**src/design/periodic_time_histogram_model_defines.svh**
```systemverilog
// assertion macros used by the histogram datapath
`ifndef PERIODIC_TIME_HISTOGRAM_MODEL_DEFINES_SVH
`define PERIODIC_TIME_HISTOGRAM_MODEL_DEFINES_SVH

// property checked on every clock edge outside reset
`define PHM_ASSERT(lbl, prop, msg) \
  lbl: assert property (@(posedge clk_i) disable iff (!rst_ni) prop) else $error(msg);

// condition implies a consequence in the next cycle
`define PHM_ASSERT_NEXT(lbl, ante, cons, msg) \
  lbl: assert property (@(posedge clk_i) disable iff (!rst_ni) (ante) |=> (cons)) else $error(msg);

`endif

```
**src/design/phm_ram.sv**
```systemverilog
// generic single write port, registered read ram
module phm_ram #(
  parameter int WIDTH = 8,
  parameter int DEPTH = 256
) (
  input  logic                     clk_i,
  input  logic                     we_i,
  input  logic [$clog2(DEPTH)-1:0] waddr_i,
  input  logic [WIDTH-1:0]         wdata_i,
  input  logic                     re_i,
  input  logic [$clog2(DEPTH)-1:0] raddr_i,
  output logic [WIDTH-1:0]         rdata_o
);

  logic [WIDTH-1:0] mem_q [DEPTH];
  logic [WIDTH-1:0] rdata_q;

  always_ff @(posedge clk_i) begin
    if (we_i) begin
      mem_q[waddr_i] <= wdata_i;
    end
    if (re_i) begin
      rdata_q <= mem_q[raddr_i];
    end
  end

  assign rdata_o = rdata_q;

endmodule

```
**config.mk**
```make
export PLATFORM = sky130hd
export DESIGN_NAME = phm_ram
export DESIGN_NICKNAME = d
export VERILOG_FILES = /design/src/design/periodic_time_histogram_model_defines.svh /design/src/design/phm_ram.sv
export SDC_FILE = /design/constraint.sdc
export NUM_CORES = 2
export LEC_CHECK = 0
export ABC_AREA = 1
export BUFFER_PORTS_ARGS = -buffer_cell sky130_fd_sc_hd__buf_2
export CORE_AREA = 10 10 370 372
export DETAILED_ROUTE_END_ITERATION = 6
export DIE_AREA = 0 0 380 382
export GPL_TIMING_DRIVEN = 1
export PLACE_DENSITY = 0.79
export REMOVE_ABC_BUFFERS = 1
export SETUP_SLACK_MARGIN = 0.4
export SKIP_CTS_REPAIR_TIMING = 1
export SYNTH_ARGS = -nofsm -noshare
export SYNTH_HDL_FRONTEND = slang
export SYNTH_SLANG_ARGS = --single-unit
```
**constraint.sdc**
```tcl
create_clock -name clk_i -period 2.9 [get_ports clk_i]
set_input_delay 0.58 -clock clk_i [delete_from_list [all_inputs] [get_ports clk_i]]
set_output_delay 0.58 -clock clk_i [all_outputs]
set_load 0.02 [all_outputs]
```
==> flow_summary.toml <==
[global_route]
grt_util_met3 = 0.0782
grt_overflow = 0
grt_use_met1 = 0.406
antenna_found_initial = 11
grt_max_degree = 115
grt_pass1_vias = 55600
grt-busiest-layer = "met2"
use_met2 = 0.475
grt_pass1_wl_mm = 338
grtUsageTotal = 0.304

[clock_tree]
cts_buffers = 193
cts_tree = "done"
clock_latency_ns = 0.85
cts_sinks = 2056
root_buffer = "clkbuf_16"
clkTransAtPathRegs_ns = 0.06
clock_path_buffers = 3
htree_num_levels = 4

[timing]
slew_headroom = 0.196
finalCritPeriodShare = 0.844
hold_violations = 0
fmax_mhz = 408
worst_pin_slew_ns = 1.20
skew_ns = 0.0288
tns_ns = 0
rsz0062_at_grt = "false"
report.final.slew_viol_count = 0
layout_min_cycle_time_ns = 2.45
finalSetupViolCount = 0

[worst_setup_path]
crit_arrival_ns = 1.87
crit_fanout = 2
required_ns = 2.32
crit_family = "flip-flops"
cp-start-kind = "flip-flop"
path_cells = "buf_2"
cp_num_buf_inv = 1
critPathKind = "reg -> out"
max_stage_delay_ns = 0.71
cp-end-kind = "output port"
cp_slowest_cell = "edfxtp_1"

[detailed_routing]
routedWlPerCell_microns = 24.8
final_antenna_net_count = 0
drtIter0Drc = 8880
avgViaCountPerCell = 6.36
first_pass_iters = 7
dr_total_vias = 57900
remaining_drc_errors = 0
wl_mm = 226

[die]
core_area_sq_mm = 0.129
start_util = 0.646
die_area_sq_mm = 0.145
die_y_microns = 382
die_w_microns = 380
fp-row-count = 132
io_pins = 35

[cells_and_area]
stdcell_area_sq_mm = 0.0941
seqCellArea_sq_mm = 0.0617
final_util = 0.729
nets = 7217
area.growth.synth_to_final_pct = 12.8
multi_input_area_sq_mm = 0.0191
fillers = 7999
drive_above_1_share = 0.101

[logic_synthesis]
netlist_area_sq_mm = 0.0835
yosys-top-cells-area = "edfxtp_1 74%, nand3_1 12%, nand2_1 9.5%"
synthArstFlopShare = 0
synth_common_cells = "2123 x nand2_1, 2056 x edfxtp_1, 2019 x nand3_1"
ys_seq_elements = 2056
yosysSeqAreaShare = 0.740
avgSynthCellArea_sq_um = 11.9
synth_cells = 7003
synth.top_cell.area_share = 0.740
synth_flop_cell = "edfxtp_1"
yosysMostFrequentCell = "nand2_1"
yosysTopAreaCell = "edfxtp_1"
synth-edff-count = 2056
ys_warn_count = 0
synth_cell_type_count = 13

[place]
dp_hpwl_mm = 134
gp_congestion = 0.925
place_area_sq_mm = 0.0881
port_buffers = 34

[pwr]
powerDensity_mw_per_mm2 = 649
p_leak_nw = 33.4
peakVddDrop_v = 0.000714

[flow_run]
max_cap_violations = 0

[worst_hold_path]
hold_class = "in -> reg"

[status]
status = "finished clean"
## metrics by stage
step | std cells | power, W | setup slack, ns | hold slack (ns)
after global routing | 9095 | 0.0626 | 0.416 | 0.169
final | 9102 | 0.0611 | 0.451 | 0.171
after floorplan | 6520 | 0.0352 | -3.40 | 0.679
after global placement | 8736 | 0.0372 | -0.195 | 0.835
after CTS | 9091 | 0.0611 | 0.501 | -0.0360
after detailed placement | 8736 | 0.0373 | -0.210 | 0.832
## cell usage in the layout (no fill, tap or decap), types with 10 or more instances in the layout
cell and count:
edfxtp_1 2056, bufinv_16 12, nand2_1 2123, buf_12 101, clkinv_2 35, buf_2 22, inv_1 34, buf_4 340
clkbuf_16 197, buf_8 11, clkbuf_1 41, diode_2 10, clkinv_1 48, nor2_1 283, nand3_1 2019
## report_power, final
group	internal [W]	switching (W)
clock	0.0135	0.0108
combinational	0.00109	0.00290
sequential	0.0328	0.0000443
## worst reg2reg max path, delay by kind of cell (launching register included)
family / cells / cell delay [ns]
and+or+nand+nor: 10 / 1.52
DFF: 1 / 0.37
## logic make-up after synthesis
kind of cell	synth area share
DFF	0.740
buffers and inverters	0.0312
and+or+nand+nor	0.229
## sequential cells by signal, indices dropped and copies added (netlist names)
signal,count
mem_q,2048
rdata_o,8
## final cells by class
type                            instances  share of cell area
Clock inverter                        117             0.00993
Tap cell                             1742              0.0232
Clock buffer                          238              0.0540
Inverter                               39             0.00191
Antenna cell                           10            0.000266
Sequential cell                      2056               0.656
Timing Repair Buffer                  475              0.0516
Multi-Input combinational cell       4425               0.203
## layer usage
layer	vias to the layer above	part of all wire
met1	27800	0.35
met2	4244	0.47
met3	595	0.13
met5	-	0.00013
li1	25300	-
met4	6	0.045
## final timing paths
path | from | end | slack [ns] | depth (start not counted)
min reg2reg | mem_q[146][1] | rdata_o[1] | 1.12 | 10
max reg2reg | mem_q[103][1] | rdata_o[1] | 0.80 | 10
min | wdata_i[2] | mem_q[217][2] | 0.17 | 1
max | rdata_o[5] | rdata_o[5] | 0.45 | 1
No activity file was read; power rests on OpenSTA's default activity.
