--- config.mk ---
export PLATFORM = sky130hd
export DESIGN_NAME = phm_div
export DESIGN_NICKNAME = d
export VERILOG_FILES = /design/src/design/periodic_time_histogram_model_defines.svh /design/src/design/phm_pkg.sv /design/src/design/phm_div.sv
export SDC_FILE = /design/constraint.sdc
export NUM_CORES = 1
export LEC_CHECK = 0
export BUFFER_PORTS_ARGS = -buffer_cell sky130_fd_sc_hd__buf_2
export CAP_MARGIN = 0
export CORE_MARGIN = 2
export CORE_UTILIZATION = 40
export CTS_CLUSTER_SIZE = 12
export DETAILED_ROUTE_END_ITERATION = 12
export PLACE_DENSITY = 0.65
export SYNTH_ARGS = -nofsm -noshare
export SYNTH_HDL_FRONTEND = slang
export SYNTH_SLANG_ARGS = --single-unit
--- constraint.sdc ---
create_clock -name clk_i -period 3.7 [get_ports clk_i]
set_input_delay 0 -clock clk_i [delete_from_list [all_inputs] [get_ports clk_i]]
set_output_delay 0 -clock clk_i [all_outputs]
set_load 0.01 [all_outputs]
--- src/design/periodic_time_histogram_model_defines.svh ---
// assertion macros used by the histogram datapath
`ifndef PERIODIC_TIME_HISTOGRAM_MODEL_DEFINES_SVH
`define PERIODIC_TIME_HISTOGRAM_MODEL_DEFINES_SVH

// property checked on every clock edge outside reset
`define PHM_ASSERT(lbl, prop, msg) \
  lbl: assert property (@(posedge clk_i) disable iff (!rst_ni) prop) else $error(msg);

// condition implies a consequence in the next cycle
`define PHM_ASSERT_NEXT(lbl, ante, cons, msg) \
  lbl: assert property (@(posedge clk_i) disable iff (!rst_ni) (ante) |=> (cons)) else $error(msg);

`endif

--- src/design/phm_pkg.sv ---
// types, constants and helpers of the periodic time histogram
package phm_pkg;

  localparam int NBINS     = 256;
  localparam int BIN_W     = $clog2(NBINS);
  localparam int NB_W      = 9;
  localparam int SUM_W     = 40;
  localparam int CNT_W     = 24;
  localparam int VAL_W     = 16;
  localparam int DIV_W     = 41;
  localparam int DVS_W     = 32;
  localparam int DIV_CNT_W = $clog2(DIV_W + 1);

  localparam logic [CNT_W-1:0] COUNT_MAX  = '1;
  localparam logic [31:0]      TOTAL_MAX  = '1;
  localparam logic [VAL_W-1:0] CLAMP_LO   = 16'd66;
  localparam logic [VAL_W-1:0] CLAMP_HI   = 16'd65470;
  localparam logic [VAL_W-1:0] PRED_RESET = 16'd32768;
  localparam logic [16:0]      Q_ONE      = 17'd65536;

  localparam logic [1:0] REQ_ADD     = 2'd0;
  localparam logic [1:0] REQ_EST     = 2'd1;
  localparam logic [1:0] REQ_COMMIT  = 2'd2;
  localparam logic [1:0] REQ_PREDICT = 2'd3;

  localparam logic [1:0] CFG_PERIOD     = 2'd0;
  localparam logic [1:0] CFG_NUM_BINS   = 2'd1;
  localparam logic [1:0] CFG_NUM_MODELS = 2'd2;

  typedef struct packed {
    logic [1:0]  req_type;
    logic [31:0] time_req;
    logic [15:0] state_value;
  } item_t;

  typedef struct packed {
    logic [15:0] value;
    logic [7:0]  bin_index;
    logic        bin_has_data;
  } result_t;

  typedef enum logic [3:0] {
    ST_CLEAR, ST_IDLE, ST_FOLD, ST_FOLD_WAIT, ST_PROD, ST_SCALE_WAIT, ST_READ,
    ST_EXEC, ST_DIV_WAIT, ST_RESULT, ST_C_READ, ST_C_EXEC, ST_C_WAIT, ST_C_NEXT
  } state_e;

  typedef enum logic [1:0] {DIV_FOLD, DIV_SCALE, DIV_MEAN, DIV_DFLT} div_sel_e;
  typedef enum logic {ADDR_BIN, ADDR_SWEEP} addr_sel_e;
  typedef enum logic [1:0] {VAL_DIV, VAL_HI, VAL_PRED} val_sel_e;

  typedef struct packed {
    logic      load_item;
    logic      div_start;
    div_sel_e  div_sel;
    logic      load_prod;
    logic      load_bin;
    addr_sel_e addr_sel;
    logic      rd_en;
    logic      wr_clear;
    logic      wr_add;
    logic      wr_pred;
    logic      sweep_clr;
    logic      sweep_inc;
    logic      val_load;
    val_sel_e  val_sel;
    logic      has_load;
    logic      res_load;
  } cmd_t;

  typedef struct packed {
    logic       div_done;
    logic       cnt_zero;
    logic       nm_zero;
    logic       sweep_last;
    logic       sweep_full;
    logic       out_free;
    logic [1:0] req;
  } sts_t;

  function automatic logic [VAL_W-1:0] clamp_q(input logic [DIV_W-1:0] v);
    logic [VAL_W-1:0] r;
    if (v > DIV_W'(CLAMP_HI)) begin
      r = CLAMP_HI;
    end else if (v < DIV_W'(CLAMP_LO)) begin
      r = CLAMP_LO;
    end else begin
      r = v[VAL_W-1:0];
    end
    return r;
  endfunction

endpackage

--- src/design/phm_div.sv ---
// restoring divider, one quotient bit per cycle
module phm_div import phm_pkg::*; (
  input  logic             clk_i,
  input  logic             rst_ni,
  input  logic             start_i,
  input  logic [DIV_W-1:0] dividend_i,
  input  logic [DVS_W-1:0] divisor_i,
  output logic             busy_o,
  output logic             done_o,
  output logic [DIV_W-1:0] quo_o,
  output logic [DVS_W-1:0] rem_o
);

  logic                 busy_q, done_q;
  logic [DIV_CNT_W-1:0] cnt_q;
  logic [DVS_W-1:0]     rem_q, rem_d, v_q;
  logic [DIV_W-1:0]     quo_q;
  logic [DVS_W:0]       sh, diff;
  logic                 ge;

  assign sh    = {rem_q, quo_q[DIV_W-1]};
  assign diff  = sh - {1'b0, v_q};
  assign ge    = sh >= {1'b0, v_q};
  assign rem_d = ge ? diff[DVS_W-1:0] : sh[DVS_W-1:0];

  always_ff @(posedge clk_i or negedge rst_ni) begin
    if (!rst_ni) begin
      busy_q <= 1'b0;
      done_q <= 1'b0;
      cnt_q  <= '0;
    end else begin
      done_q <= busy_q && (cnt_q == DIV_CNT_W'(1));
      if (start_i) begin
        busy_q <= 1'b1;
        cnt_q  <= DIV_CNT_W'(DIV_W);
      end else if (busy_q) begin
        cnt_q <= cnt_q - DIV_CNT_W'(1);
        if (cnt_q == DIV_CNT_W'(1)) begin
          busy_q <= 1'b0;
        end
      end
    end
  end

  always_ff @(posedge clk_i) begin
    if (start_i) begin
      rem_q <= '0;
      quo_q <= dividend_i;
      v_q   <= divisor_i;
    end else if (busy_q) begin
      rem_q <= rem_d;
      quo_q <= {quo_q[DIV_W-2:0], ge};
    end
  end

  assign busy_o = busy_q;
  assign done_o = done_q;
  assign quo_o  = quo_q;
  assign rem_o  = rem_q;

endmodule

==> flow_metrics.env <==
export IMPL_status="finished clean"
export IMPL_cp_start_kind="flop"
export IMPL_grt_pass1_vias=5692
export IMPL_rsz0062_at_grt="no"
export IMPL_worstSetupPathDepth=10
export IMPL_layout_commonest_cell="buf_2"
export IMPL_numCtsBuffers=17
export IMPL_cp_arrival_ns=3.67
export IMPL_max_stage_delay_ns=0.52
export IMPL_async_flop_share=0.07080
export IMPL_cts_htree_levels=4
export IMPL_post_route_period_util=0.9040
export IMPL_ir_worst_vdd_v=0.0003363
export IMPL_end_kind="flop"
export IMPL_ys_seq_elements=113
export IMPL_maxSlewHeadroom=0.3609
export IMPL_hold_slack_ns=0.04993
export IMPL_synth_edf_count=73
export IMPL_cts_buffer_depth=2
export IMPL_num_vias=5694
export IMPL_synth_seq_area_share=0.4653
export IMPL_hpwl_mm=11.99
export IMPL_setup_viol=0
export IMPL_dieHeight_um=131.6
export IMPL_die_w_um=131.6
export IMPL_clock_sinks=113
export IMPL_crit_slowest_cell="nand2_2"
export IMPL_fin_nets=974
export IMPL_clk_latency_ns=0.42
export IMPL_dieArea_um2=17330
export IMPL_reg2reg_depth=10
export IMPL_r2r_start="v_q[1]$_DFFE_PP_"
export IMPL_post_cts_resized=0
export IMPL_synth_xor_area_frac=0.02419
export IMPL_grt_pass1_wl_mm=28.79
export IMPL_worstSetupStartpoint="v_q[1]$_DFFE_PP_"
export IMPL_num_rows=46
export IMPL_yosys_area_share_simple=0.1323
export IMPL_fmax_mhz=299.0
export IMPL_wl_per_cell_um=16.00
export IMPL_grt_max_degree=59
export IMPL_path_buf_inv=1
export IMPL_firstDrtPassIters=5
export IMPL_io_buffers=150
export IMPL_synth_nets=756
export IMPL_drive_above_1_share=0.2774
export IMPL_ff2ff_setup_slack_ns=0.36
export IMPL_drc=0
export IMPL_p_per_area_nw_per_um2=688.0
export IMPL_synthCells=645
export IMPL_period_needed_ns=3.345
export IMPL_hold_viol=0
export IMPL_wl_mm=17.47
export IMPL_ys_flop_type="edfxtp_1"
export IMPL_synth_top_family_by_area="compound AO/OA/AOI/OAI gates"
export IMPL_synth_compound_area_frac=0.1772
export IMPL_worst_pin_slew_ns=0.9586
export IMPL_clk_pin_slew_ns=0.05
export IMPL_clock_root_buffer="clkbuf_16"
export IMPL_fill_cells=1422
export IMPL_yosys_area_share_adder=0.06834
export IMPL_yosysWarnings=0
export IMPL_maxCapViolCount=0
export IMPL_pre_cts_ws_ns=0.3870
export IMPL_diodes=0
export IMPL_layout_common_cells="149 x buf_2, 75 x dlygate4sd3_1, 73 x edfxtp_1"
export IMPL_worstSetupPathType="flop to flop"
export IMPL_setup_slack_ns=0.3552
export IMPL_antenna_found_initial=0
export IMPL_cts_tree="yes"
export IMPL_crit_end="rem_o[16]$_SDFFE_PP0P_"
export IMPL_start_util=0.4103
export IMPL_ant_nets=0
export IMPL_ioPinCount=151
export IMPL_power_leakage_nw=3.950
export IMPL_yosysUniqueCellTypes=62
export IMPL_finClkSkew_ns=0.008008
export IMPL_required_ns=4.02
export IMPL_grt_overflow_total=0
export IMPL_worstReg2RegEnd="rem_o[16]$_SDFFE_PP0P_"
export IMPL_syn_to_final_growth_pct=36.17
export IMPL_hp_class="input port to flop"
export IMPL_core_area_um2=15890
export IMPL_syn_area_um2=6518
export IMPL_path_max_fanout=32
export IMPL_post_synth_cell_area_avg_um2=10.10
export IMPL_crit_family="compound AO/OA/AOI/OAI gates"
export IMPL_path_cells="inv_1 > ha_1 > nor2b_1 > o2111ai_1 > a21o_1 > a2111o_1 > a211o_1 > nand2_2 > o21ai_0 > a311oi_1"
export IMPL_vias_per_cell=5.214
export IMPL_first_iter_violations=345
export IMPL_setup_tns_final_ns=0
export IMPL_gp_congestion=0.8525
export IMPL_maxSlewViolCount=0
export IMPL_grt_use_total=0.2045
export IMPL_synthMuxAreaShare=0.08063
-- timing repair --
item                      in CTS  in global routing
hold endpoints to repair      81                  0
hold buffers                  75                  0
setup buffers                  0                  0
-- through the flow --
| stage | instance area, um^2 | total power, mW | instances | util |
|---|---|---|---|---|
| global placement | 7436 | 4.122 | 985 | 0.4681 |
| floorplan | 6518 | 3.481 | 645 | - |
| detailed placement | 7436 | 4.130 | 985 | 0.4681 |
| global route | 8875 | 6.497 | 1092 | 0.5587 |
| CTS | 8875 | 6.129 | 1092 | 0.5587 |
| finish | 8875 | 6.106 | 1092 | 0.5587 |
-- layout make-up --
class / instances / area [um^2] / share of cell area
multi-input cells: 450 / 3146 / 0.3544
inverters: 50 / 187.7 / 0.02115
flip-flops and latches: 113 / 3034 / 0.3419
well taps: 216 / 270.3 / 0.03045
repair buffers: 231 / 1549 / 0.1745
clock buffers: 17 / 425.4 / 0.04793
clock inverters: 15 / 262.8 / 0.02961
-- layer usage --
| metal | routed length, um | GRT usage | vias up |
|---|---|---|---|
| met5 | 0 | 0 | - |
| met4 | 210 | 0.05676 | 0 |
| met3 | 1211 | 0.06327 | 21 |
| met2 | 8222 | 0.3330 | 185 |
| met1 | 7828 | 0.2629 | 2662 |
| li1 | - | - | 2826 |
-- synth_stat cells, drive strengths merged, types with 5 or more instances --
master   n  share of area
mux2    44          0.076
o21ai   23          0.018
and3     7         0.0067
a311oi  24          0.033
edfxtp  73           0.34
nand3   15          0.012
ha      34          0.065
dfxtp   32          0.098
buf     11          0.011
nand2b   6         0.0058
a21oi   41          0.031
a21o    16          0.018
a211oi  10          0.012
nand4    9         0.0086
inv     50          0.029
o21bai   7         0.0081
or2      7         0.0067
dfrtp    8          0.031
nor3     9         0.0069
or3      6         0.0058
a31oi    5         0.0048
xnor2   14          0.019
nor2    49          0.029
nand2   62          0.036
clkbuf  21          0.012
-- state kept, by name, indices dropped and copies added, names as in the netlist --
register,flops
done_o,1
quo_o,41
v_q,32
cnt_q,6
rem_o,32
busy_o,1
-- how the worst min path moves through the flow --
stage / start / to / slack, ns / cells after the start
after floorplan: rst_ni / busy_o$_DFF_PN0_ / -0.30 / 0
after global placement: rst_ni / done_o$_DFF_PN0_ / -0.15 / 1
after detailed placement: rst_ni / done_o$_DFF_PN0_ / -0.15 / 1
after CTS: start_i / cnt_q[2]$_DFFE_PN0P_ / 0.04 / 2
after global routing: start_i / cnt_q[2]$_DFFE_PN0P_ / 0.06 / 2
final: start_i / cnt_q[2]$_DFFE_PN0P_ / 0.05 / 2
-- worst reg2reg max path, cell delays in order (launching register included) --
cell and delay, ns:
edfxtp_1 0.37, inv_1 0.05, ha_1 0.29, nor2b_1 0.17
o2111ai_1 0.17, a21o_1 0.25, a2111o_1 0.50, a211o_1 0.36
nand2_2 0.52, o21ai_0 0.30, a311oi_1 0.29
-- cells by family after synthesis --
family	Yosys count
compound gates	165
xor+xnor	18
fa+ha+maj	35
buf+inv	82
flops	113
mux	47
simple gates	185
-- power breakdown --
part | internal (mW) | leakage (nW) | switching (mW)
combinational | 1.02 | 2.51 | 1.38
clock | 1.33 | 0.335 | 0.587
sequential | 1.59 | 1.10 | 0.201
total | 3.94 | 3.95 | 2.16
No activity file was read; power rests on OpenSTA's default activity.
